$ cat config.mk
export PLATFORM = sky130hd
export DESIGN_NAME = round_robin_task_slot_scheduler
export DESIGN_NICKNAME = d
export VERILOG_FILES = /design/src/sv/rrts_pkg.sv /design/src/sv/round_robin_task_slot_scheduler.sv /design/src/sv/rrts_ctrl.sv /design/src/sv/rrts_datapath.sv
export VERILOG_INCLUDE_DIRS = /design/src /design/src/sv
export SDC_FILE = /design/constraint.sdc
export NUM_CORES = 1
export LEC_CHECK = 0
export ABC_CLOCK_PERIOD_IN_PS = 7960
export BUFFER_PORTS_ARGS = -buffer_cell sky130_fd_sc_hd__buf_2
export CORE_MARGIN = 3
export CORE_UTILIZATION = 25
export CTS_CLUSTER_SIZE = 20
export DETAILED_ROUTE_END_ITERATION = 16
export GPL_TIMING_DRIVEN = 0
export PLACE_DENSITY = 0.5
export RECOVER_POWER = 25
export SYNTH_ARGS = -nofsm -noshare
export SYNTH_HDL_FRONTEND = slang
export SYNTH_SLANG_ARGS = --single-unit
$ cat constraint.sdc
create_clock -name clk -period 7.96 [get_ports clk]
set_input_delay 0.398 -clock clk [delete_from_list [all_inputs] [get_ports clk]]
set_output_delay 0.398 -clock clk [all_outputs]
set_load 0.01 [all_outputs]
$ cat src/sv/round_robin_task_slot_scheduler_assert.svh
// Assertion macros for the round-robin task slot scheduler.
`ifndef ROUND_ROBIN_TASK_SLOT_SCHEDULER_ASSERT_SVH
`define ROUND_ROBIN_TASK_SLOT_SCHEDULER_ASSERT_SVH

// The consequent must hold in the same cycle as the antecedent.
`define RRTS_ASSERT_NOW(label, clk, rst_n, ante, cons) \
    label: assert property (@(posedge clk) disable iff (!rst_n) (ante) |-> (cons)) \
        else $error("scheduler assertion failed");

// The consequent must hold in the cycle after the antecedent.
`define RRTS_ASSERT_NEXT(label, clk, rst_n, ante, cons) \
    label: assert property (@(posedge clk) disable iff (!rst_n) (ante) |=> (cons)) \
        else $error("scheduler assertion failed");

`endif

$ cat src/sv/rrts_pkg.sv
// Shared constants and controller/datapath interface types of the scheduler.
package rrts_pkg;

    // Default number of task slots.
    localparam int SLOTS_DEFAULT = 16;

    // Lowest high-water mark of slots used before a tick may switch tasks.
    localparam int MIN_USED = 2;

    // Action codes of an input item.
    localparam logic [1:0] ACT_TICK   = 2'd0;
    localparam logic [1:0] ACT_CREATE = 2'd1;
    localparam logic [1:0] ACT_EXIT   = 2'd2;

    // Commands from the controller to the datapath.
    typedef struct packed {
        logic load;
        logic scan_step;
        logic read_mem;
        logic commit;
    } rrts_cmd_t;

    // Status from the datapath to the controller.
    typedef struct packed {
        logic need_scan;
        logic hit;
        logic last;
        logic is_tick;
        logic out_free;
    } rrts_status_t;

endpackage

$ cat src/sv/round_robin_task_slot_scheduler.sv
// Top level of the round-robin task slot scheduler.
//
//   channel   direction  handshake                      payload
//   input     in         in_valid / in_ready            action, saved_stack_pointer,
//                                                       initial_stack_pointer
//   output    out        out_valid / out_ready          switched, previous_slot, next_slot,
//                                                       resume_pointer, create_ok,
//                                                       created_slot, live_count
//   config    in         cfg_write_enable               cfg_write_data (scheduler_enable)
//
// An exit, an unknown action, or a tick that is disabled or whose high-water mark is under two slots,
// goes from load straight to commit. A tick that finds no other runnable slot scans SLOTS - 1 slots.
// A tick that switches scans k slots (k from 1 to SLOTS - 1) and a create k slots
// (k from 1 to SLOTS), where k is the number of slots the scan visits, one per cycle.
// A switching tick then reads the pointer memory before the commit.
// Reset restores slot 0 as the running task with all other slots unused; no clearing pass.
// The result register holds one item; a stalled output holds the next item in commit.
module round_robin_task_slot_scheduler
    import rrts_pkg::*;
#(
    parameter int SLOTS = SLOTS_DEFAULT
)
(
    input  logic        clk,
    input  logic        rst_n,
    input  logic        cfg_write_enable,
    input  logic        cfg_write_data,
    input  logic        in_valid,
    output logic        in_ready,
    input  logic [1:0]  action,
    input  logic [31:0] saved_stack_pointer,
    input  logic [31:0] initial_stack_pointer,
    output logic        out_valid,
    input  logic        out_ready,
    output logic        switched,
    output logic [3:0]  previous_slot,
    output logic [3:0]  next_slot,
    output logic [31:0] resume_pointer,
    output logic        create_ok,
    output logic [3:0]  created_slot,
    output logic [4:0]  live_count
);

`include "round_robin_task_slot_scheduler_assert.svh"

    rrts_cmd_t    ctrl_cmd;
    rrts_status_t dp_status;

    // Controller.
    rrts_ctrl u_ctrl (
        .clk      (clk),
        .rst_n    (rst_n),
        .in_valid (in_valid),
        .in_ready (in_ready),
        .status   (dp_status),
        .cmd      (ctrl_cmd)
    );

    // Datapath.
    rrts_datapath #(
        .SLOTS (SLOTS)
    ) u_datapath (
        .clk                   (clk),
        .rst_n                 (rst_n),
        .cfg_write_enable      (cfg_write_enable),
        .cfg_write_data        (cfg_write_data),
        .action                (action),
        .saved_stack_pointer   (saved_stack_pointer),
        .initial_stack_pointer (initial_stack_pointer),
        .cmd                   (ctrl_cmd),
        .status                (dp_status),
        .out_valid             (out_valid),
        .out_ready             (out_ready),
        .switched              (switched),
        .previous_slot         (previous_slot),
        .next_slot             (next_slot),
        .resume_pointer        (resume_pointer),
        .create_ok             (create_ok),
        .created_slot          (created_slot),
        .live_count            (live_count)
    );

    // A commit never overwrites a result that has not been taken.
    `RRTS_ASSERT_NOW(a_commit_free, clk, rst_n, ctrl_cmd.commit, dp_status.out_free)

    // In the cycle after an item is accepted the block is busy.
    `RRTS_ASSERT_NEXT(a_busy_after_accept, clk, rst_n, (in_valid && in_ready), !in_ready)

    // A tick that finds another runnable slot reads its saved pointer next.
    `RRTS_ASSERT_NEXT(a_tick_reads, clk, rst_n,
        (ctrl_cmd.scan_step && dp_status.hit && dp_status.is_tick), ctrl_cmd.read_mem)

    // The controller issues at most one command per cycle.
    `RRTS_ASSERT_NOW(a_one_cmd, clk, rst_n, 1'b1,
        ($onehot0({ctrl_cmd.load, ctrl_cmd.scan_step, ctrl_cmd.read_mem, ctrl_cmd.commit})))

endmodule

$ cat src/sv/rrts_ctrl.sv
// Controller state machine of the scheduler.
module rrts_ctrl
    import rrts_pkg::*;
(
    input  logic         clk,
    input  logic         rst_n,
    input  logic         in_valid,
    output logic         in_ready,
    input  rrts_status_t status,
    output rrts_cmd_t    cmd
);

    typedef enum logic [3:0] {
        ST_IDLE   = 4'b0001,
        ST_SCAN   = 4'b0010,
        ST_READ   = 4'b0100,
        ST_COMMIT = 4'b1000
    } rrts_state_t;

    rrts_state_t state_reg;
    rrts_state_t state_next;

    // State register.
    always_ff @(posedge clk or negedge rst_n)
    begin
        if (!rst_n)
        begin
            state_reg <= ST_IDLE;
        end
        else
        begin
            state_reg <= state_next;
        end
    end

    // Next state and commands.
    always_comb
    begin
        state_next = state_reg;
        cmd        = '0;
        in_ready   = 1'b0;
        unique case (state_reg)
            ST_IDLE:
            begin
                in_ready = 1'b1;
                if (in_valid)
                begin
                    cmd.load   = 1'b1;
                    state_next = status.need_scan ? ST_SCAN : ST_COMMIT;
                end
            end
            ST_SCAN:
            begin
                cmd.scan_step = 1'b1;
                if (status.hit)
                begin
                    state_next = status.is_tick ? ST_READ : ST_COMMIT;
                end
                else if (status.last)
                begin
                    state_next = ST_COMMIT;
                end
            end
            ST_READ:
            begin
                cmd.read_mem = 1'b1;
                state_next   = ST_COMMIT;
            end
            ST_COMMIT:
            begin
                if (status.out_free)
                begin
                    cmd.commit = 1'b1;
                    state_next = ST_IDLE;
                end
            end
            default:
            begin
                state_next = ST_IDLE;
            end
        endcase
    end

endmodule

$ cat src/sv/rrts_datapath.sv
// Datapath of the scheduler: slot table, pointer memory, scan unit and result register.
module rrts_datapath
    import rrts_pkg::*;
#(
    parameter int SLOTS = SLOTS_DEFAULT
)
(
    input  logic         clk,
    input  logic         rst_n,
    input  logic         cfg_write_enable,
    input  logic         cfg_write_data,
    input  logic [1:0]   action,
    input  logic [31:0]  saved_stack_pointer,
    input  logic [31:0]  initial_stack_pointer,
    input  rrts_cmd_t    cmd,
    output rrts_status_t status,
    output logic         out_valid,
    input  logic         out_ready,
    output logic         switched,
    output logic [3:0]   previous_slot,
    output logic [3:0]   next_slot,
    output logic [31:0]  resume_pointer,
    output logic         create_ok,
    output logic [3:0]   created_slot,
    output logic [4:0]   live_count
);

    localparam int SW = $clog2(SLOTS);
    localparam int LW = $clog2(SLOTS + 1);

    // Scheduler state.
    logic              enable_reg;
    logic [SLOTS-1:0]  alive_reg;
    logic [SLOTS-1:0]  alive_next;
    logic [SW-1:0]     cur_reg;
    logic [SW-1:0]     cur_next;
    logic              cur_run_reg;
    logic              cur_run_next;
    logic [LW-1:0]     hw_reg;
    logic [LW-1:0]     hw_next;
    logic [LW-1:0]     live_reg;
    logic [LW-1:0]     live_next;

    // Item and scan registers.
    logic [1:0]        action_reg;
    logic [31:0]       sp_saved_reg;
    logic [31:0]       sp_init_reg;
    logic [SW-1:0]     scan_idx_reg;
    logic [SW-1:0]     scan_cnt_reg;
    logic              found_reg;
    logic [SW-1:0]     found_idx_reg;

    // Pointer memory.
    logic [31:0]       mem [SLOTS];
    logic [31:0]       rd_data_reg;
    logic              mem_we;
    logic [SW-1:0]     mem_wa;
    logic [31:0]       mem_wd;

    // Result register.
    logic              out_valid_reg;
    logic              switched_reg;
    logic [3:0]        prev_reg;
    logic [3:0]        next_reg;
    logic [31:0]       resume_reg;
    logic              ok_reg;
    logic [3:0]        created_reg;
    logic [4:0]        live_out_reg;

    logic              is_tick;
    logic              is_create;
    logic              cand_alive;
    logic [SW-1:0]     cur_inc;
    logic [SW-1:0]     scan_inc;

    // Wrapping increments of slot indexes.
    assign cur_inc  = (cur_reg == SW'(SLOTS - 1)) ? '0 : cur_reg + SW'(1);
    assign scan_inc = (scan_idx_reg == SW'(SLOTS - 1)) ? '0 : scan_idx_reg + SW'(1);

    assign is_tick    = (action_reg == ACT_TICK);
    assign is_create  = (action_reg == ACT_CREATE);
    assign cand_alive = alive_reg[scan_idx_reg];

    // Status toward the controller.
    always_comb
    begin
        status.need_scan = ((action == ACT_TICK) && enable_reg && (hw_reg >= LW'(MIN_USED)))
                           || (action == ACT_CREATE);
        status.is_tick   = is_tick;
        status.hit       = is_tick ? cand_alive : !cand_alive;
        status.last      = is_tick ? (scan_cnt_reg == SW'(SLOTS - 2))
                                   : (scan_cnt_reg == SW'(SLOTS - 1));
        status.out_free  = !out_valid_reg || out_ready;
    end

    // Configuration register.
    always_ff @(posedge clk or negedge rst_n)
    begin
        if (!rst_n)
        begin
            enable_reg <= 1'b0;
        end
        else if (cfg_write_enable)
        begin
            enable_reg <= cfg_write_data;
        end
    end

    // Item capture and scan progress.
    always_ff @(posedge clk)
    begin
        if (cmd.load)
        begin
            action_reg   <= action;
            sp_saved_reg <= saved_stack_pointer;
            sp_init_reg  <= initial_stack_pointer;
            scan_idx_reg <= (action == ACT_TICK) ? cur_inc : '0;
            scan_cnt_reg <= '0;
        end
        else if (cmd.scan_step)
        begin
            scan_idx_reg <= scan_inc;
            scan_cnt_reg <= scan_cnt_reg + SW'(1);
        end
        if (cmd.scan_step && status.hit)
        begin
            found_idx_reg <= scan_idx_reg;
        end
    end

    // The found flag is control state and is cleared at the start of each item.
    always_ff @(posedge clk or negedge rst_n)
    begin
        if (!rst_n)
        begin
            found_reg <= 1'b0;
        end
        else if (cmd.load)
        begin
            found_reg <= 1'b0;
        end
        else if (cmd.scan_step && status.hit)
        begin
            found_reg <= 1'b1;
        end
    end

    // Memory port: the outgoing pointer of a running task is saved on a switch, the prepared one on a create.
    assign mem_we = (cmd.read_mem && cur_run_reg) || (cmd.commit && is_create && found_reg);
    assign mem_wa = cmd.read_mem ? cur_reg : found_idx_reg;
    assign mem_wd = cmd.read_mem ? sp_saved_reg : sp_init_reg;

    always_ff @(posedge clk)
    begin
        if (mem_we)
        begin
            mem[mem_wa] <= mem_wd;
        end
        if (cmd.read_mem)
        begin
            rd_data_reg <= mem[found_idx_reg];
        end
    end

    // Slot table update when the item commits.
    always_comb
    begin
        alive_next   = alive_reg;
        cur_next     = cur_reg;
        cur_run_next = cur_run_reg;
        hw_next      = hw_reg;
        live_next    = live_reg;
        unique case (action_reg)
            ACT_TICK:
            begin
                if (found_reg)
                begin
                    cur_next     = found_idx_reg;
                    cur_run_next = 1'b1;
                end
            end
            ACT_CREATE:
            begin
                if (found_reg)
                begin
                    alive_next[found_idx_reg] = 1'b1;
                    live_next                 = live_reg + LW'(1);
                    if (LW'(found_idx_reg) >= hw_reg)
                    begin
                        hw_next = LW'(found_idx_reg) + LW'(1);
                    end
                    if (found_idx_reg == cur_reg)
                    begin
                        cur_run_next = 1'b0;
                    end
                end
            end
            ACT_EXIT:
            begin
                if (alive_reg[cur_reg])
                begin
                    alive_next[cur_reg] = 1'b0;
                    live_next           = live_reg - LW'(1);
                end
                cur_run_next = 1'b0;
            end
            default:
            begin
                alive_next = alive_reg;
            end
        endcase
    end

    always_ff @(posedge clk or negedge rst_n)
    begin
        if (!rst_n)
        begin
            alive_reg   <= SLOTS'(1);
            cur_reg     <= '0;
            cur_run_reg <= 1'b1;
            hw_reg      <= LW'(1);
            live_reg    <= LW'(1);
        end
        else if (cmd.commit)
        begin
            alive_reg   <= alive_next;
            cur_reg     <= cur_next;
            cur_run_reg <= cur_run_next;
            hw_reg      <= hw_next;
            live_reg    <= live_next;
        end
    end

    // Result register payload.
    always_ff @(posedge clk)
    begin
        if (cmd.commit)
        begin
            switched_reg <= is_tick && found_reg;
            prev_reg     <= 4'(cur_reg);
            next_reg     <= 4'(cur_next);
            resume_reg   <= (is_tick && found_reg) ? rd_data_reg : 32'd0;
            ok_reg       <= is_create && found_reg;
            created_reg  <= (is_create && found_reg) ? 4'(found_idx_reg) : 4'd0;
            live_out_reg <= 5'(live_next);
        end
    end

    // Result valid flag.
    always_ff @(posedge clk or negedge rst_n)
    begin
        if (!rst_n)
        begin
            out_valid_reg <= 1'b0;
        end
        else if (cmd.commit)
        begin
            out_valid_reg <= 1'b1;
        end
        else if (out_ready)
        begin
            out_valid_reg <= 1'b0;
        end
    end

    assign out_valid      = out_valid_reg;
    assign switched       = switched_reg;
    assign previous_slot  = prev_reg;
    assign next_slot      = next_reg;
    assign resume_pointer = resume_reg;
    assign create_ok      = ok_reg;
    assign created_slot   = created_reg;
    assign live_count     = live_out_reg;

endmodule

Word level (Yosys, flattened, before mapping). Memory sizes are Yosys's and may differ from the RTL's. A register that Yosys moved wholly into a read port is not among the register bits. Cells that the tools add are included.

Add/subtract/negate cells: 6. Eq/ne operators: 19. Reductions and logical operators: 26. Mux-type cells: 49. Bitwise gates (word level): 3. Magnitude comparators: 7.

Operators with widths (count): $mux 4 (14); $mux 16 (2); $mux 32 (1); $pmux 16 s2 (1); $mux 1 (22); $eq 4x4->1 const B (5); $and 16x16->16 (1); $not 16->16 (1); $or 16x16->16 (1); $pmux 4 s4 (1); $lt 4x5->1 const B (3); $add 4x1->4 const B (3); $logic_and 1x1->1 (10); $mux 5 (2); $pmux 5 s2 (1); $bmux 1 s4 (2); $demux 1 s4 (2); $ge 4x1->1 const B (2); $reduce_and 4->1 (2); $reduce_bool 2->1 (4); $ne 2x1->1 const B (3); $ne 2x2->1 const B (3); $add 4x1->5 const B (1); $add 5x1->5 const B (1); other kinds (17) (22).

RAM bits: 512. Output and inout bits: 53. Bits in registers: 167. Memories: 1.

Memories: u_datapath.mem (words 16, bits a word 32, rd ports 1, clocked after memory_dff 1, wr ports 1, RTL line rrts_datapath.sv:54) `logic [31:0] mem [SLOTS];`.

Depth between registers and ports, before layout. Gate-level depths: netlist of run 1.

Word-level depth: 9. Mapped depth: 10.

Cells and area by module. From an unflattened synthesis of run 1, not the netlist that was laid out.

Cells, all modules: 1334. Area total of the unflattened synthesis: 27874.2 µm².

Modules (own cells, without submodules): rrts_datapath (times used 1, cells an instance 1304, seq. area each 21025.2 µm², area each 27576.4 µm²); rrts_ctrl (times used 1, cells an instance 30, seq. area each 101.3 µm², area each 297.8 µm²).

Least setup slack after synthesis of run 1. No wires, ideal clock.

Path kind: flip-flop to flip-flop. Start: register u_datapath.action_reg[1]. End: memory u_datapath.mem[6][0] (enable). Cell stages (with the launch flop): 10. Buffers on the path: 1. Required time: 7.539 ns. Library setup time: 0.421 ns. Arrival time: 3.060 ns. Path slack: 4.479 ns. Cell sequence: edfxtp_1 -> inv_1 -> ha_1 -> buf_2 -> and2_1 -> nand3_1 -> a21boi_0 -> o2bb2ai_1 -> nand2_1 -> nor2_1.

Longest elaborated chain between the ends: 6.

RTL lines: start: declaration (RTL line rrts_datapath.sv:45) `logic [1:0] action_reg;`; start signal: assignment (RTL line rrts_datapath.sv:114) `action_reg <= action;`; $eq 2x1->1 (RTL line rrts_datapath.sv:81) `assign is_create = (action_reg == ACT_CREATE);`; $logic_and 1x1->1 (2 in a row) (RTL line rrts_datapath.sv:149) `assign mem_we = (cmd.read_mem && cur_run_reg) || (cmd.commit && is_create && found_reg);`; $logic_or 1x1->1 (RTL line rrts_datapath.sv:149); $mux 1 (RTL line rrts_datapath.sv:155) `if (mem_we)`; $mux 1 (implied by the code) (RTL line rrts_datapath.sv:157) `mem[mem_wa] <= mem_wd;`; end: declaration (RTL line rrts_datapath.sv:54).

No other way between the ends.

Final worst setup path of run 1.
Start: register u_ctrl.state_reg[1]. End: memory u_datapath.mem[8][29], data pin.

Longest elaborated chain between the ends: 3.

RTL lines: start: declaration (RTL line rrts_ctrl.sv:20) `rrts_state_t state_reg;`; start signal: assignment (RTL line rrts_ctrl.sv:32) `state_reg <= state_next;`; $eq 4x3->1 (RTL line rrts_ctrl.sv:42) `unique case (state_reg)`; $mux 1 (RTL line rrts_ctrl.sv:42); $mux 32 (RTL line rrts_datapath.sv:151) `assign mem_wd = cmd.read_mem ? sp_saved_reg : sp_init_reg;`; named net u_datapath.mem_wd[29] (RTL line rrts_datapath.sv:58) `logic [31:0] mem_wd;`.

The timed path passes the listed nets, and every way through them passes these cells.

==> summary by stage, run 1 <==
Yosys
Yosys printed 0 warnings. The cell area after synthesis is ~28000 um^2. The register area share after synthesis is 76.4%.

The fraction of registers with async set or reset after synthesis is ~5.3%. In the synthesized netlist the dominant register cell turns out to be sky130_fd_sc_hd__edfxtp_1. In this run, distinct cell masters in the synthesized netlist total between 50 and 60.

The synthesized design contains just over 700 register bits. The post-synthesis average cell area is around 21 um^2. The number of nets produced by synthesis is 1391. The number of enable-type register cells in the synthesized netlist is ~670. The number of cells produced by synthesis is 1297.

Worst setup path
Walking the worst path, the cells encountered are nor4b_1, clkbuf_1, clkbuf_4, clkbuf_1, mux2_2. The largest fanout on the critical path is 41. The required time at the endpoint of the critical path is 8.36 ns. At the worst endpoint, the arrival time is 5.75 ns.

The worst setup path is launched from a register. The worst reg-to-reg setup slack is roughly 2.6 ns. In this design, the stage delay of the slowest critical-path cell is 2.57 ns. The class of the most critical setup path is register to register.

On the critical path, the stage with the largest delay is an instance of sky130_fd_sc_hd__clkbuf_1. The critical path contains buffers and inverters numbering 3 combined. Broken down by cell family, the worst path's largest delay share belongs to buffers and inverters. The cell occurring most often along the worst timing path is sky130_fd_sc_hd__clkbuf_1.

The worst setup path is captured at a register.

STA
The final critical path time including I/O delays and setup is roughly 5.4 ns. On the final layout, the worst clock skew is between 0.04 and 0.05 ns. Timing would allow up to 187 MHz. Setup repair after global routing left no endpoint under its margin. The max-slew headroom at the worst pin is -146%. The count of final setup violators is 0. The count of final hold-check violations is 0. Across all hold checks on the routed design, the worst slack comes to 0.0409 ns.

The sum of negative setup slack is 0 ns. The total count of max-transition violations in the final report is 144. Dividing the final minimum period by the clock period gives between 60 and 70%. The slack of the critical path is 2.60 ns. For the pin with the worst max-slew slack, the measured transition is 3.69 ns.

Cells and area
Leaving out fill and tap cells, the most frequent cell in the layout is sky130_fd_sc_hd__edfxtp_1. Cells with a size suffix above 1 make up 26.6% of the layout. The area growth from synthesis to layout is 22.2%. The final non-filler cell area is 33800 um^2.

The register name with the most flops is u_datapath.mem. The repair_antennas step left the layout with diodes totalling 0. Leaving out fill and tap cells, the most frequent cells in the layout are sky130_fd_sc_hd__edfxtp_1 (669), sky130_fd_sc_hd__mux4_2 (169), sky130_fd_sc_hd__clkbuf_1 (124). The number of flip-flops in the largest register is 512. For this run, the post-layout net count is 1686.

GRT
In the global route stage, overall resource usage came out at 12.4%. The overall overflow remaining after global route is 0. The first global-routing pass estimated 104000 um of wire. The initial antenna violation count is 1. The via count of the first global-routing pass is 14900.

The pin count of the biggest net entering global routing is between 50 and 60.

Run status
The final reports fail on capacitance limit, slew limit. The run finished, with violations left.

Clock network
Clock-pin slew was measured on the worst setup and hold paths at 0.06 ns. The H-tree was split into 3 levels. The clock passes through at most 3 buffers. The CTS tree is built. At the later pin of the worst-skew pair, clock insertion delay measures 0.65 ns. Counting the buffers created by CTS gives 82. The root buffer cell is sky130_fd_sc_hd__clkbuf_16. The sink count of the clock tree is 711.

Place
Routability-driven placement finished with a final weighted congestion of 0.815. OpenSTA, run right after detailed placement, puts the worst setup slack at 3.47 ns. Input and output buffers added on the ports amount to 124. The total half-perimeter wirelength after legalization and detailed placement is ~45000 um. The post-placement cell area is 30700 um^2.

Route
The routed length on met1 is 30700 um. In the final routed layout, each cell accounts on average for 22.8 um. The highest metal layer with signal wires is met4. The mean number of vias per cell is about 4.4. After detailed routing, the met3 layer carries 3910 um of wire.

The overall via count from detail_route is 13900. After detailed routing, the number of remaining DRC violations is 0. The routed length on met2 is 34900 um. The wire length reported by the detailed router is roughly 71000 um. The DRC marker count from the first detailed-route iteration is between 1000 and 1500. The count of nets left with antenna violations once routing finished came out at 0.

The length of the first detailed-routing pass in iterations is 5.

Floorplan
The die extent in x is 339 um. The initialized floorplan defines 121 standard-cell rows. The core area is 109000 um^2. The area of the die is between 100000 and 150000 um^2.

During I/O placement, the number of pins put on the boundary was around 130. For this configuration, the core starts out at a cell density of roughly a quarter. The die is 339 um tall.

Run
The max-cap check violation count is 4.

Pwr
The worst ir drop on vdd is between 0.1 and 0.15 mV. In this run the power density over the cells is 269 nW/um^2. In this run the static leakage power is roughly 11 nW.

Worst hold path
The tightest min-delay check is of the input port to register type.
-- final cells by class --
cell class                 instances  area [um^2]
inverter                          19         71.3
buffer                            66          262
fill                           10600        75500
clock buffer                     100         2170
multi-input combinational        501         6270
timing repair buffer             211         1590
clock inverter                    46          449
tap                             1476         1850
sequential                       711        21100
-- power breakdown --
group | switching [mW] | leakage (nW) | internal [mW]
registers | 0.0770 | 6.57 | 4.42
logic | 0.633 | 2.99 | 0.286
clock network | 1.54 | 1.28 | 2.12
total | 2.25 | 10.8 | 6.83
-- cells in the mapped netlist (all sizes together), types with 6 or more instances --
cell    instances  share of area (%)
edfxtp        669                 73
mux4          169                 14
nand2          47               0.64
clkbuf         46               0.62
nor2           37               0.53
and3           36               0.81
mux2           36                1.5
dfrtp          33                3.0
a21oi          22               0.40
ha             22                1.0
buf            20               0.33
inv            19               0.26
o21ai          18               0.33
nand3          13               0.28
nor3           11               0.20
xor2           11               0.35
a22o           10               0.32
mux2i          10               0.50
a31oi           7               0.16
nand2b          6               0.14
nor4b           6               0.21
-- path summary, 6_finish.rpt --
path,startpoint,to,depth (start not counted)
max in group asynchronous,rst_n,u_datapath.alive_reg[12],2
worst min-delay path,cfg_write_enable,u_datapath.enable_reg,2
min in group asynchronous,rst_n,u_datapath.hw_reg[4],2
worst max register to register,u_ctrl.state_reg[1],u_datapath.mem[8][29],5
worst max-delay path,u_ctrl.state_reg[1],u_datapath.mem[8][29],5
worst min register to register,u_datapath.cur_reg[3],u_datapath.previous_slot[3],0
-- per-stage QoR --
step                total power, mW  cells  util [%]
floorplan                      5.11   1297         -
global placement               5.46   2897      27.6
detailed placement             5.51   2916      28.1
CTS                            9.25   3130      31.1
global route                   9.47   3130      30.9
finish                         9.08   3130      30.9
-- kinds of logic after synthesis --
kind of cell | count (synthesis) | synth area share [%]
multiplexers | 215 | 15.7
XOR/XNOR | 16 | 0.507
AND/OR/NAND/NOR | 170 | 3.17
flip-flops | 711 | 76.4
AO/OA/AOI/OAI | 78 | 1.99
adder cells (fa/ha/maj) | 22 | 0.995
buffers and inverters | 85 | 1.22
-- layer usage --
metal	track usage [%]	vias up
met5	0	-
met4	3.71	0
met3	2.54	113
met2	20.6	417
met1	16.5	7369
li1	-	5973
-- what timing repair did --
item                      in CTS  in global routing
resized for setup              0                  0
hold endpoints to repair     100                  0
hold buffers                  68                  0
buffers inserted               0                  0
Note: power is estimated with default switching activity, not from simulation.
==> run 2, diff against run 1 <==
- ABC_CLOCK_PERIOD_IN_PS: 7960 -> 4400
- PLACE_DENSITY: 0.5 -> 0.52
- clock period: 7.96 -> 4.4 ns (I/O delays scaled with it)
==> summary by stage, run 2 (synthesized netlist as in run 1, its figures left out) <==
Cells and area
The proportion of layout cells with a drive suffix above 1 is 27.1% (was 26.6%). The antenna diode count is 0 (unchanged). The fill cell instance count of the final layout is 10600 (about the same). The core utilization of the finished layout was 31.1% (was 30.9%). The area overhead of the layout relative to synthesis was 23.0% (was 22.2%). The register name with the most flops is u_datapath.mem (unchanged). The most common library cell in the layout ignoring fill and taps is sky130_fd_sc_hd__edfxtp_1 (unchanged). The final net count is 1695 (was 1686).

Commonest non-fill, non-tap cells in the layout: sky130_fd_sc_hd__edfxtp_1 (669), sky130_fd_sc_hd__mux4_2 (169), sky130_fd_sc_hd__clkbuf_1 (119) (was sky130_fd_sc_hd__edfxtp_1 (669), sky130_fd_sc_hd__mux4_2 (169), sky130_fd_sc_hd__clkbuf_1 (124)). The number of flip-flops in the largest register is 512 (unchanged).

STA
The count of final setup violators is 0 (unchanged). The slack of the critical path was 0.322 ns (was 2.60 ns). The post-route clock skew came to 0.0297 ns (was 0.0413 ns).

RSZ-0062 raised after global routing: false (unchanged). The highest achievable clock rate is 245 MHz (was 187 MHz). The slew at the pin closest to its max-slew limit was 2.29 ns (was 3.69 ns).

The count of final hold-check violations came to 0 (unchanged). The final critical path time including I/O delays and setup is 4.08 ns (was 5.36 ns). The max-slew headroom at the worst pin is -52.4% (was -146%). The total count of max-transition violations in the final report is 66 (was 144). The worst hold slack across all endpoints came to 0.298 ns (was 0.0409 ns).

The period utilization is 92.7% (was 67.3%). The sum of negative setup slack is 0 ns (unchanged).

Worst setup path
The signal arrival time at the worst endpoint is 4.39 ns (was 5.75 ns). The required time at the endpoint of the critical path is 4.71 ns (was 8.36 ns). The largest fanout on the critical path was 17 (was 41).

The class of the most critical setup path is register to register (unchanged). The slowest cell on the critical path is sky130_fd_sc_hd__nor2_4 (was sky130_fd_sc_hd__clkbuf_1). Cell-by-cell trace of the critical path: clkbuf_1, clkbuf_2, clkbuf_1, inv_1, nor3_1, a31oi_1, nor2_4, buf_12 (was nor4b_1, clkbuf_1, clkbuf_4, clkbuf_1, mux2_2). The type of element launching the critical path is a register (unchanged). The cell occurring most often along the worst timing path is sky130_fd_sc_hd__clkbuf_1 (unchanged). The longest individual stage delay on the worst path came to 0.77 ns (was 2.57 ns). The endpoint class of the critical path was a register (unchanged).

Clock network
The clock latency reported for the late side of the worst-skew pair is 0.63 ns (was 0.65 ns). The number of buffers added by the clock tree synthesis step came to 82 (unchanged). The sink count of the clock tree is 711 (unchanged). The clock edge transition at the registers on the reported setup and hold paths is 0.06 ns (about the same). The H-tree depth reported by CTS is 3 (unchanged).

The clock tree buffer depth is 3 (unchanged). The root buffer cell is sky130_fd_sc_hd__clkbuf_16 (unchanged). The CTS tree is built (unchanged).

Place
The setup slack after placement is -0.111 ns (was 3.47 ns). The weighted congestion at the end of routability-driven global placement is 0.803 (was 0.815). The total half-perimeter wirelength after legalization and detailed placement is 44100 um (was 44800 um). The port buffer count was 124 (unchanged).

GRT
The global-route wire length before repair was 103000 um (was 104000 um). The total global routing track utilization is 12.2% (was 12.4%). The pin count of the biggest net entering global routing came to 50 (was 54). The overall overflow remaining after global route is 0 (unchanged). The via count of the first global-routing pass is 14600 (was 14900). The initial antenna violation count is 2 (was 1).

Floorplan
The number of primary I/O pins was 125 (unchanged). The vertical extent of the die is 339 um (unchanged). The area of the die is 115000 um^2 (unchanged). The die extent in x is 339 um (unchanged). The core area was 109000 um^2 (unchanged). The cell row count came to 121 (unchanged). The starting utilization of the core area was 25.3% (unchanged).

Worst hold path
The class of the most critical hold timing path is input port to register (unchanged).

Pwr
The power per unit of standard cell area came to 483 nW/um^2 (was 269 nW/um^2). The worst ir drop on vdd is 0.282 mV (was 0.134 mV). The leakage power total is 11.0 nW (was 10.8 nW).

Route
The number of antenna-violating nets in the routed design is 0 (unchanged). The total DRC errors in the routed layout is 0 (unchanged). The overall via count from detail_route is 13900 (about the same). The DRC marker count from the first detailed-route iteration is 1118 (was 1072). The length of the first detailed-routing pass in iterations came to 5 (unchanged). The mean number of vias per cell is 4.42 (was 4.43). The wire length reported by the detailed router was 70200 um (was 71500 um). The detailed-route wire length per cell came to 22.4 um (was 22.8 um).

Run status
Result of the run: finished with violations (unchanged). Violations in the final reports: capacitance limit, slew limit (unchanged).

Run
The max-cap check violation count is 2 (was 4).
run 2: cell count changes in the layout (fill, tap and decap cells not counted), sizes merged:
cell / delta
bufinv: +1
inv: +1
clkinv: -3
clkbuf: -1
clkinvlp: -1
buf: +8
dlygate4sd3: +3
run 2: cell type report:
cell class              instances  area [um^2]  share of cell area, %
plain buffers                  66          264                  0.776
clock buffers                 101         2220                   6.52
clock inverters                44          408                   1.20
inverters                      19         71.3                  0.210
multi-input cells             501         6270                   18.5
flip-flops and latches        711        21100                   62.1
well taps                    1476         1850                   5.43
repair buffers                220         1800                   5.29
run 2: power by group:
part           leakage, nW  total (mW)  internal, mW  switching, mW
Sequential            6.57        8.13          7.99          0.137
Clock                 1.29        6.65          3.94           2.71
Combinational         3.09        1.65         0.522           1.13
run 2: metrics by stage:
stage,power [mW],instances,area [um^2]
6_report,16.4,3138,34000
5_1_grt,17.1,3138,34000
4_1_cts,16.7,3136,34100
3_5_place_dp,9.96,2918,30700
3_3_place_gp,9.87,2897,30100
2_1_floorplan,9.24,1297,27700
run 2: worst max-delay path: cells and delay by family (launching register included):
kind                   cells  cell delay (ns)
AO/OA/AOI/OAI              1             0.20
AND/OR/NAND/NOR            2             1.00
buffers and inverters      5             2.09
flip-flops                 1             0.42
run 2: worst paths after layout:
| kind | startpoint | endpoint | slack, ns | cells past startpoint |
|---|---|---|---|---|
| max | u_datapath.found_idx_reg[1] | u_datapath.mem[15][22] | 0.32 | 8 |
| min | saved_stack_pointer[18] | u_datapath.sp_saved_reg[18] | 0.30 | 2 |
| max reg2reg | u_datapath.found_idx_reg[1] | u_datapath.mem[15][22] | 0.32 | 8 |
| min reg2reg | u_datapath.cur_reg[3] | u_datapath.previous_slot[3] | 0.46 | 0 |
| max in group asynchronous | rst_n | u_datapath.live_reg[2] | 2.25 | 2 |
| min in group asynchronous | rst_n | u_datapath.enable_reg | 0.82 | 2 |
run 2: timing repair:
action	in CTS	in global routing
setup endpoints to repair	97	20
hold endpoints to repair	105	0
hold buffers	71	0
gates resized for setup	1	0
pin swaps	2	2
setup buffers	2	2
run 2: metal layers:
metal  global-route usage [%]  wire length, um
met5                        0                0
met4                     2.93             1130
met3                     2.76             4280
met2                     19.8            33800
met1                     16.7            30900
==> run 3, diff against run 2 <==
- ABC_AREA: unset -> 1
- PLACE_DENSITY: 0.52 -> 0.51
- RECOVER_POWER: 25 -> unset
- REMOVE_ABC_BUFFERS: unset -> 1
==> summary by stage, run 3 <==
Run status
Result of the run: complete, no violations (was finished with violations).

Clock network
The root buffer cell is sky130_fd_sc_hd__clkbuf_16 (unchanged). The clock latency reported for the late side of the worst-skew pair is 0.66 ns (was 0.63 ns). The clock tree buffer depth came to 3 (unchanged). The CTS tree is built (unchanged). The number of buffers added by the clock tree synthesis step is 84 (was 82). The sink count of the clock tree is 711 (unchanged). The clock edge transition at the registers on the reported setup and hold paths came to 0.05 ns (was 0.06 ns). The H-tree depth reported by CTS was 3 (unchanged).

STA
The slew at the pin closest to its max-slew limit is 1.01 ns (was 2.29 ns). The post-route clock skew came to 0.0300 ns (was 0.0297 ns). The count of final setup violators is 0 (unchanged). The total count of max-transition violations in the final report is 0 (was 66).

The sum of negative setup slack is 0 ns (unchanged). RSZ-0062 raised after global routing: false (unchanged). The final critical path time including I/O delays and setup is 3.83 ns (was 4.08 ns). The period utilization was 87.1% (was 92.7%). The max-slew headroom at the worst pin is 32.9% (was -52.4%). The worst hold slack across all endpoints is 0.269 ns (was 0.298 ns). The count of final hold-check violations is 0 (unchanged).

The highest achievable clock rate came to 261 MHz (was 245 MHz). The slack of the critical path is 0.569 ns (was 0.322 ns).

Pwr
The part of the power in combinational logic is 12.5% (was 10.1%). The worst ir drop on vdd came to 0.283 mV (was 0.282 mV). The leakage power total is 12.2 nW (was 11.0 nW). The internal power component was 12.7 mW (was 12.5 mW). The power share of the clock group is 39.6% (was 40.5%). The power dissipated by switching net loads is 4.61 mW (was 3.98 mW). The fraction of power consumed by sequential logic is 47.9% (was 49.5%).

The switching part of the total is 26.6% (was 24.2%). The power per unit of standard cell area is 491 nW/um^2 (was 483 nW/um^2).

Yosys
The number of warnings issued by yosys came to 0 (unchanged). The fraction of registers with async set or reset after synthesis is 5.34% (unchanged). The number of cells produced by synthesis came to 2272 (was 1297). The portion of synthesized cell area occupied by the leading cell type is 70.8% (was 72.6%).

Synth cell count leaders: sky130_fd_sc_hd__edfxtp_1 (669), sky130_fd_sc_hd__nand2_1 (360), sky130_fd_sc_hd__nor2_1 (344) (was sky130_fd_sc_hd__edfxtp_1 (669), sky130_fd_sc_hd__mux4_2 (169), sky130_fd_sc_hd__nand2_1 (47)). The cell type with the highest aggregate area in the netlist was sky130_fd_sc_hd__edfxtp_1 (unchanged). The primary flip-flop cell chosen by synthesis mapping is sky130_fd_sc_hd__edfxtp_1 (unchanged).

The register area share after synthesis is 74.4% (was 76.4%). The most frequently used cell type in the post-synthesis netlist is sky130_fd_sc_hd__edfxtp_1 (unchanged). The number of enable-type register cells in the synthesized netlist is 669 (unchanged). The post-synthesis average cell area came to 12.5 um^2 (was 21.3 um^2). The flip-flop and latch count after synthesis is 711 (unchanged).

The count of distinct cell types in the synthesized netlist is 48 (was 51). Leading cell types by total area after synthesis: sky130_fd_sc_hd__edfxtp_1 (71%), sky130_fd_sc_hd__nand2_1 (4.8%), sky130_fd_sc_hd__o21ai_0 (4.7%) (was sky130_fd_sc_hd__edfxtp_1 (73%), sky130_fd_sc_hd__mux4_2 (14%), sky130_fd_sc_hd__dfrtp_1 (3.0%)). The cell area after synthesis came to 28400 um^2 (was 27700 um^2).

GRT
The pin count of the biggest net entering global routing is 169 (was 50). The initial antenna violation count came to 1 (was 2). The via count of the first global-routing pass is 17700 (was 14600). The total global routing track utilization came to 13.0% (was 12.2%). The global-route wire length before repair is 115000 um (was 103000 um). The overall overflow remaining after global route came to 0 (unchanged).

Route
The overall via count from detail_route is 18000 (was 13900). The mean number of vias per cell is 4.45 (was 4.42). The detailed-route wire length per cell is 19.1 um (was 22.4 um). The DRC marker count from the first detailed-route iteration is 1383 (was 1118). The wire length reported by the detailed router is 77100 um (was 70200 um). The length of the first detailed-routing pass in iterations was 5 (unchanged). The total DRC errors in the routed layout is 0 (unchanged). The number of antenna-violating nets in the routed design is 0 (unchanged).

Cells and area
The final non-filler cell area is 35300 um^2 (was 34000 um^2). The number of flip-flops in the largest register is 512 (unchanged). The register name with the most flops is u_datapath.mem (unchanged).

The final net count was 2580 (was 1695). The area overhead of the layout relative to synthesis is 24.5% (was 23.0%). The proportion of layout cells with a drive suffix above 1 was 14.0% (was 27.1%). Commonest non-fill, non-tap cells in the layout: sky130_fd_sc_hd__edfxtp_1 (669), sky130_fd_sc_hd__nand2_1 (359), sky130_fd_sc_hd__nor2_1 (323) (was sky130_fd_sc_hd__edfxtp_1 (669), sky130_fd_sc_hd__mux4_2 (169), sky130_fd_sc_hd__clkbuf_1 (119)). The most common library cell in the layout ignoring fill and taps was sky130_fd_sc_hd__edfxtp_1 (unchanged). The non-filler instance count after layout was 4045 (was 3138).

Run
The max-cap check violation count is 0 (was 2).

Worst setup path
The class of the most critical setup path is register to register (unchanged). The signal arrival time at the worst endpoint is 4.17 ns (was 4.39 ns). The type of element launching the critical path is a register (unchanged).

The largest fanout on the critical path is 42 (was 17). The required time at the endpoint of the critical path came to 4.74 ns (was 4.71 ns). The endpoint class of the critical path is a register (unchanged).

Place
The post-placement cell area is 31900 um^2 (was 30700 um^2). The placed cell count was 3817 (was 2918). The total half-perimeter wirelength after legalization and detailed placement was 46600 um (was 44100 um). The port buffer count came to 124 (unchanged). The setup slack after placement is 0.517 ns (was -0.111 ns). The weighted congestion at the end of routability-driven global placement is 0.781 (was 0.803).

Floorplan
The area of the die was 118000 um^2 (was 115000 um^2). The number of primary I/O pins came to 125 (unchanged). The cell row count is 122 (was 121). The vertical extent of the die came to 343 um (was 339 um). The starting utilization of the core area is 25.4% (was 25.3%). The die extent in x is 343 um (was 339 um). The core area is 112000 um^2 (was 109000 um^2).

Worst hold path
The class of the most critical hold timing path is input port to asynchronous set/reset pin (was input port to register).
-- run 3: layout make-up --
type / count / area [um^2]
diodes: 2 / 5.00
clock buffers: 105 / 2210
clock inverters: 50 / 505
fillers: 11000 / 76300
inverters: 123 / 483
multi-input cells: 1315 / 6420
flip-flops and latches: 711 / 21100
well taps: 1488 / 1860
repair buffers: 251 / 2710
-- run 3: layer usage --
layer | up-vias | routed length (um) | global-route usage [%]
met5 | - | 0 | 0
met4 | 0 | 2260 | 4.41
met3 | 129 | 2930 | 2.24
met2 | 344 | 36300 | 21.3
met1 | 8922 | 35600 | 17.5
li1 | 8593 | - | -
-- run 3: timing repair --
item / in CTS / in global routing
buffers inserted: 0 / 0
hold buffers: 71 / 0
gates resized for setup: 0 / 0
endpoints found under the hold margin: 104 / 0
-- run 3: final timing paths --
path / slack [ns] / endpoint / cells past startpoint / startpoint
max: 0.57 / u_datapath.mem[9][21] / 12 / u_ctrl.state_reg[0]
min: 0.27 / u_datapath.out_valid / 2 / rst_n
max reg2reg: 0.57 / u_datapath.mem[9][21] / 12 / u_ctrl.state_reg[0]
min reg2reg: 0.46 / u_datapath.scan_cnt_reg[2] / 1 / u_datapath.scan_cnt_reg[2]
max in group asynchronous: 3.50 / u_datapath.alive_reg[9] / 2 / rst_n
min in group clk: 0.27 / u_datapath.sp_saved_reg[30] / 2 / saved_stack_pointer[30]
-- run 3: cell families after synthesis --
family                     count (synthesis)  synth area share [%]
buffers and inverters                    246                  3.48
and+or+nand+nor                          794                  11.3
muxes                                      1                0.0397
xor gates and xnor gates                  11                 0.339
adders and majority gates                 22                 0.970
DFF                                      711                  74.4
AOI/OAI and AO/OA                        487                  9.44
-- run 3: power by group through the flow --
| stage | clock (mW) | combinational, mW | sequential, mW |
|---|---|---|---|
| global placement | 0 | 1.98 | 8.57 |
| global route | 7.34 | 2.48 | 8.35 |
| detailed placement | 0 | 2.17 | 8.45 |
| finish | 6.87 | 2.18 | 8.31 |
| floorplan | 0 | 1.22 | 8.46 |
| CTS | 7.09 | 2.22 | 8.32 |
-- run 3: worst max-delay path, cell delays in order, from the launching register on --
cell and delay, ns:
sky130_fd_sc_hd__dfstp_2 0.55, sky130_fd_sc_hd__nor2_2 0.06, sky130_fd_sc_hd__inv_2 0.06, sky130_fd_sc_hd__nor3_4 0.04
sky130_fd_sc_hd__buf_16 0.17, sky130_fd_sc_hd__buf_16 0.16, sky130_fd_sc_hd__buf_16 0.17, sky130_fd_sc_hd__inv_4 0.60
sky130_fd_sc_hd__o21ai_1 0.25, sky130_fd_sc_hd__inv_2 0.11, sky130_fd_sc_hd__nand3_2 0.21, sky130_fd_sc_hd__nor2_4 0.81
sky130_fd_sc_hd__buf_16 0.25
-- run 3: through the flow --
stage	utilization, %	power [mW]
floorplan	-	9.68
global placement	27.2	10.6
detailed placement	28.6	10.6
CTS	31.7	17.6
global route	31.7	18.2
finish	31.7	17.4
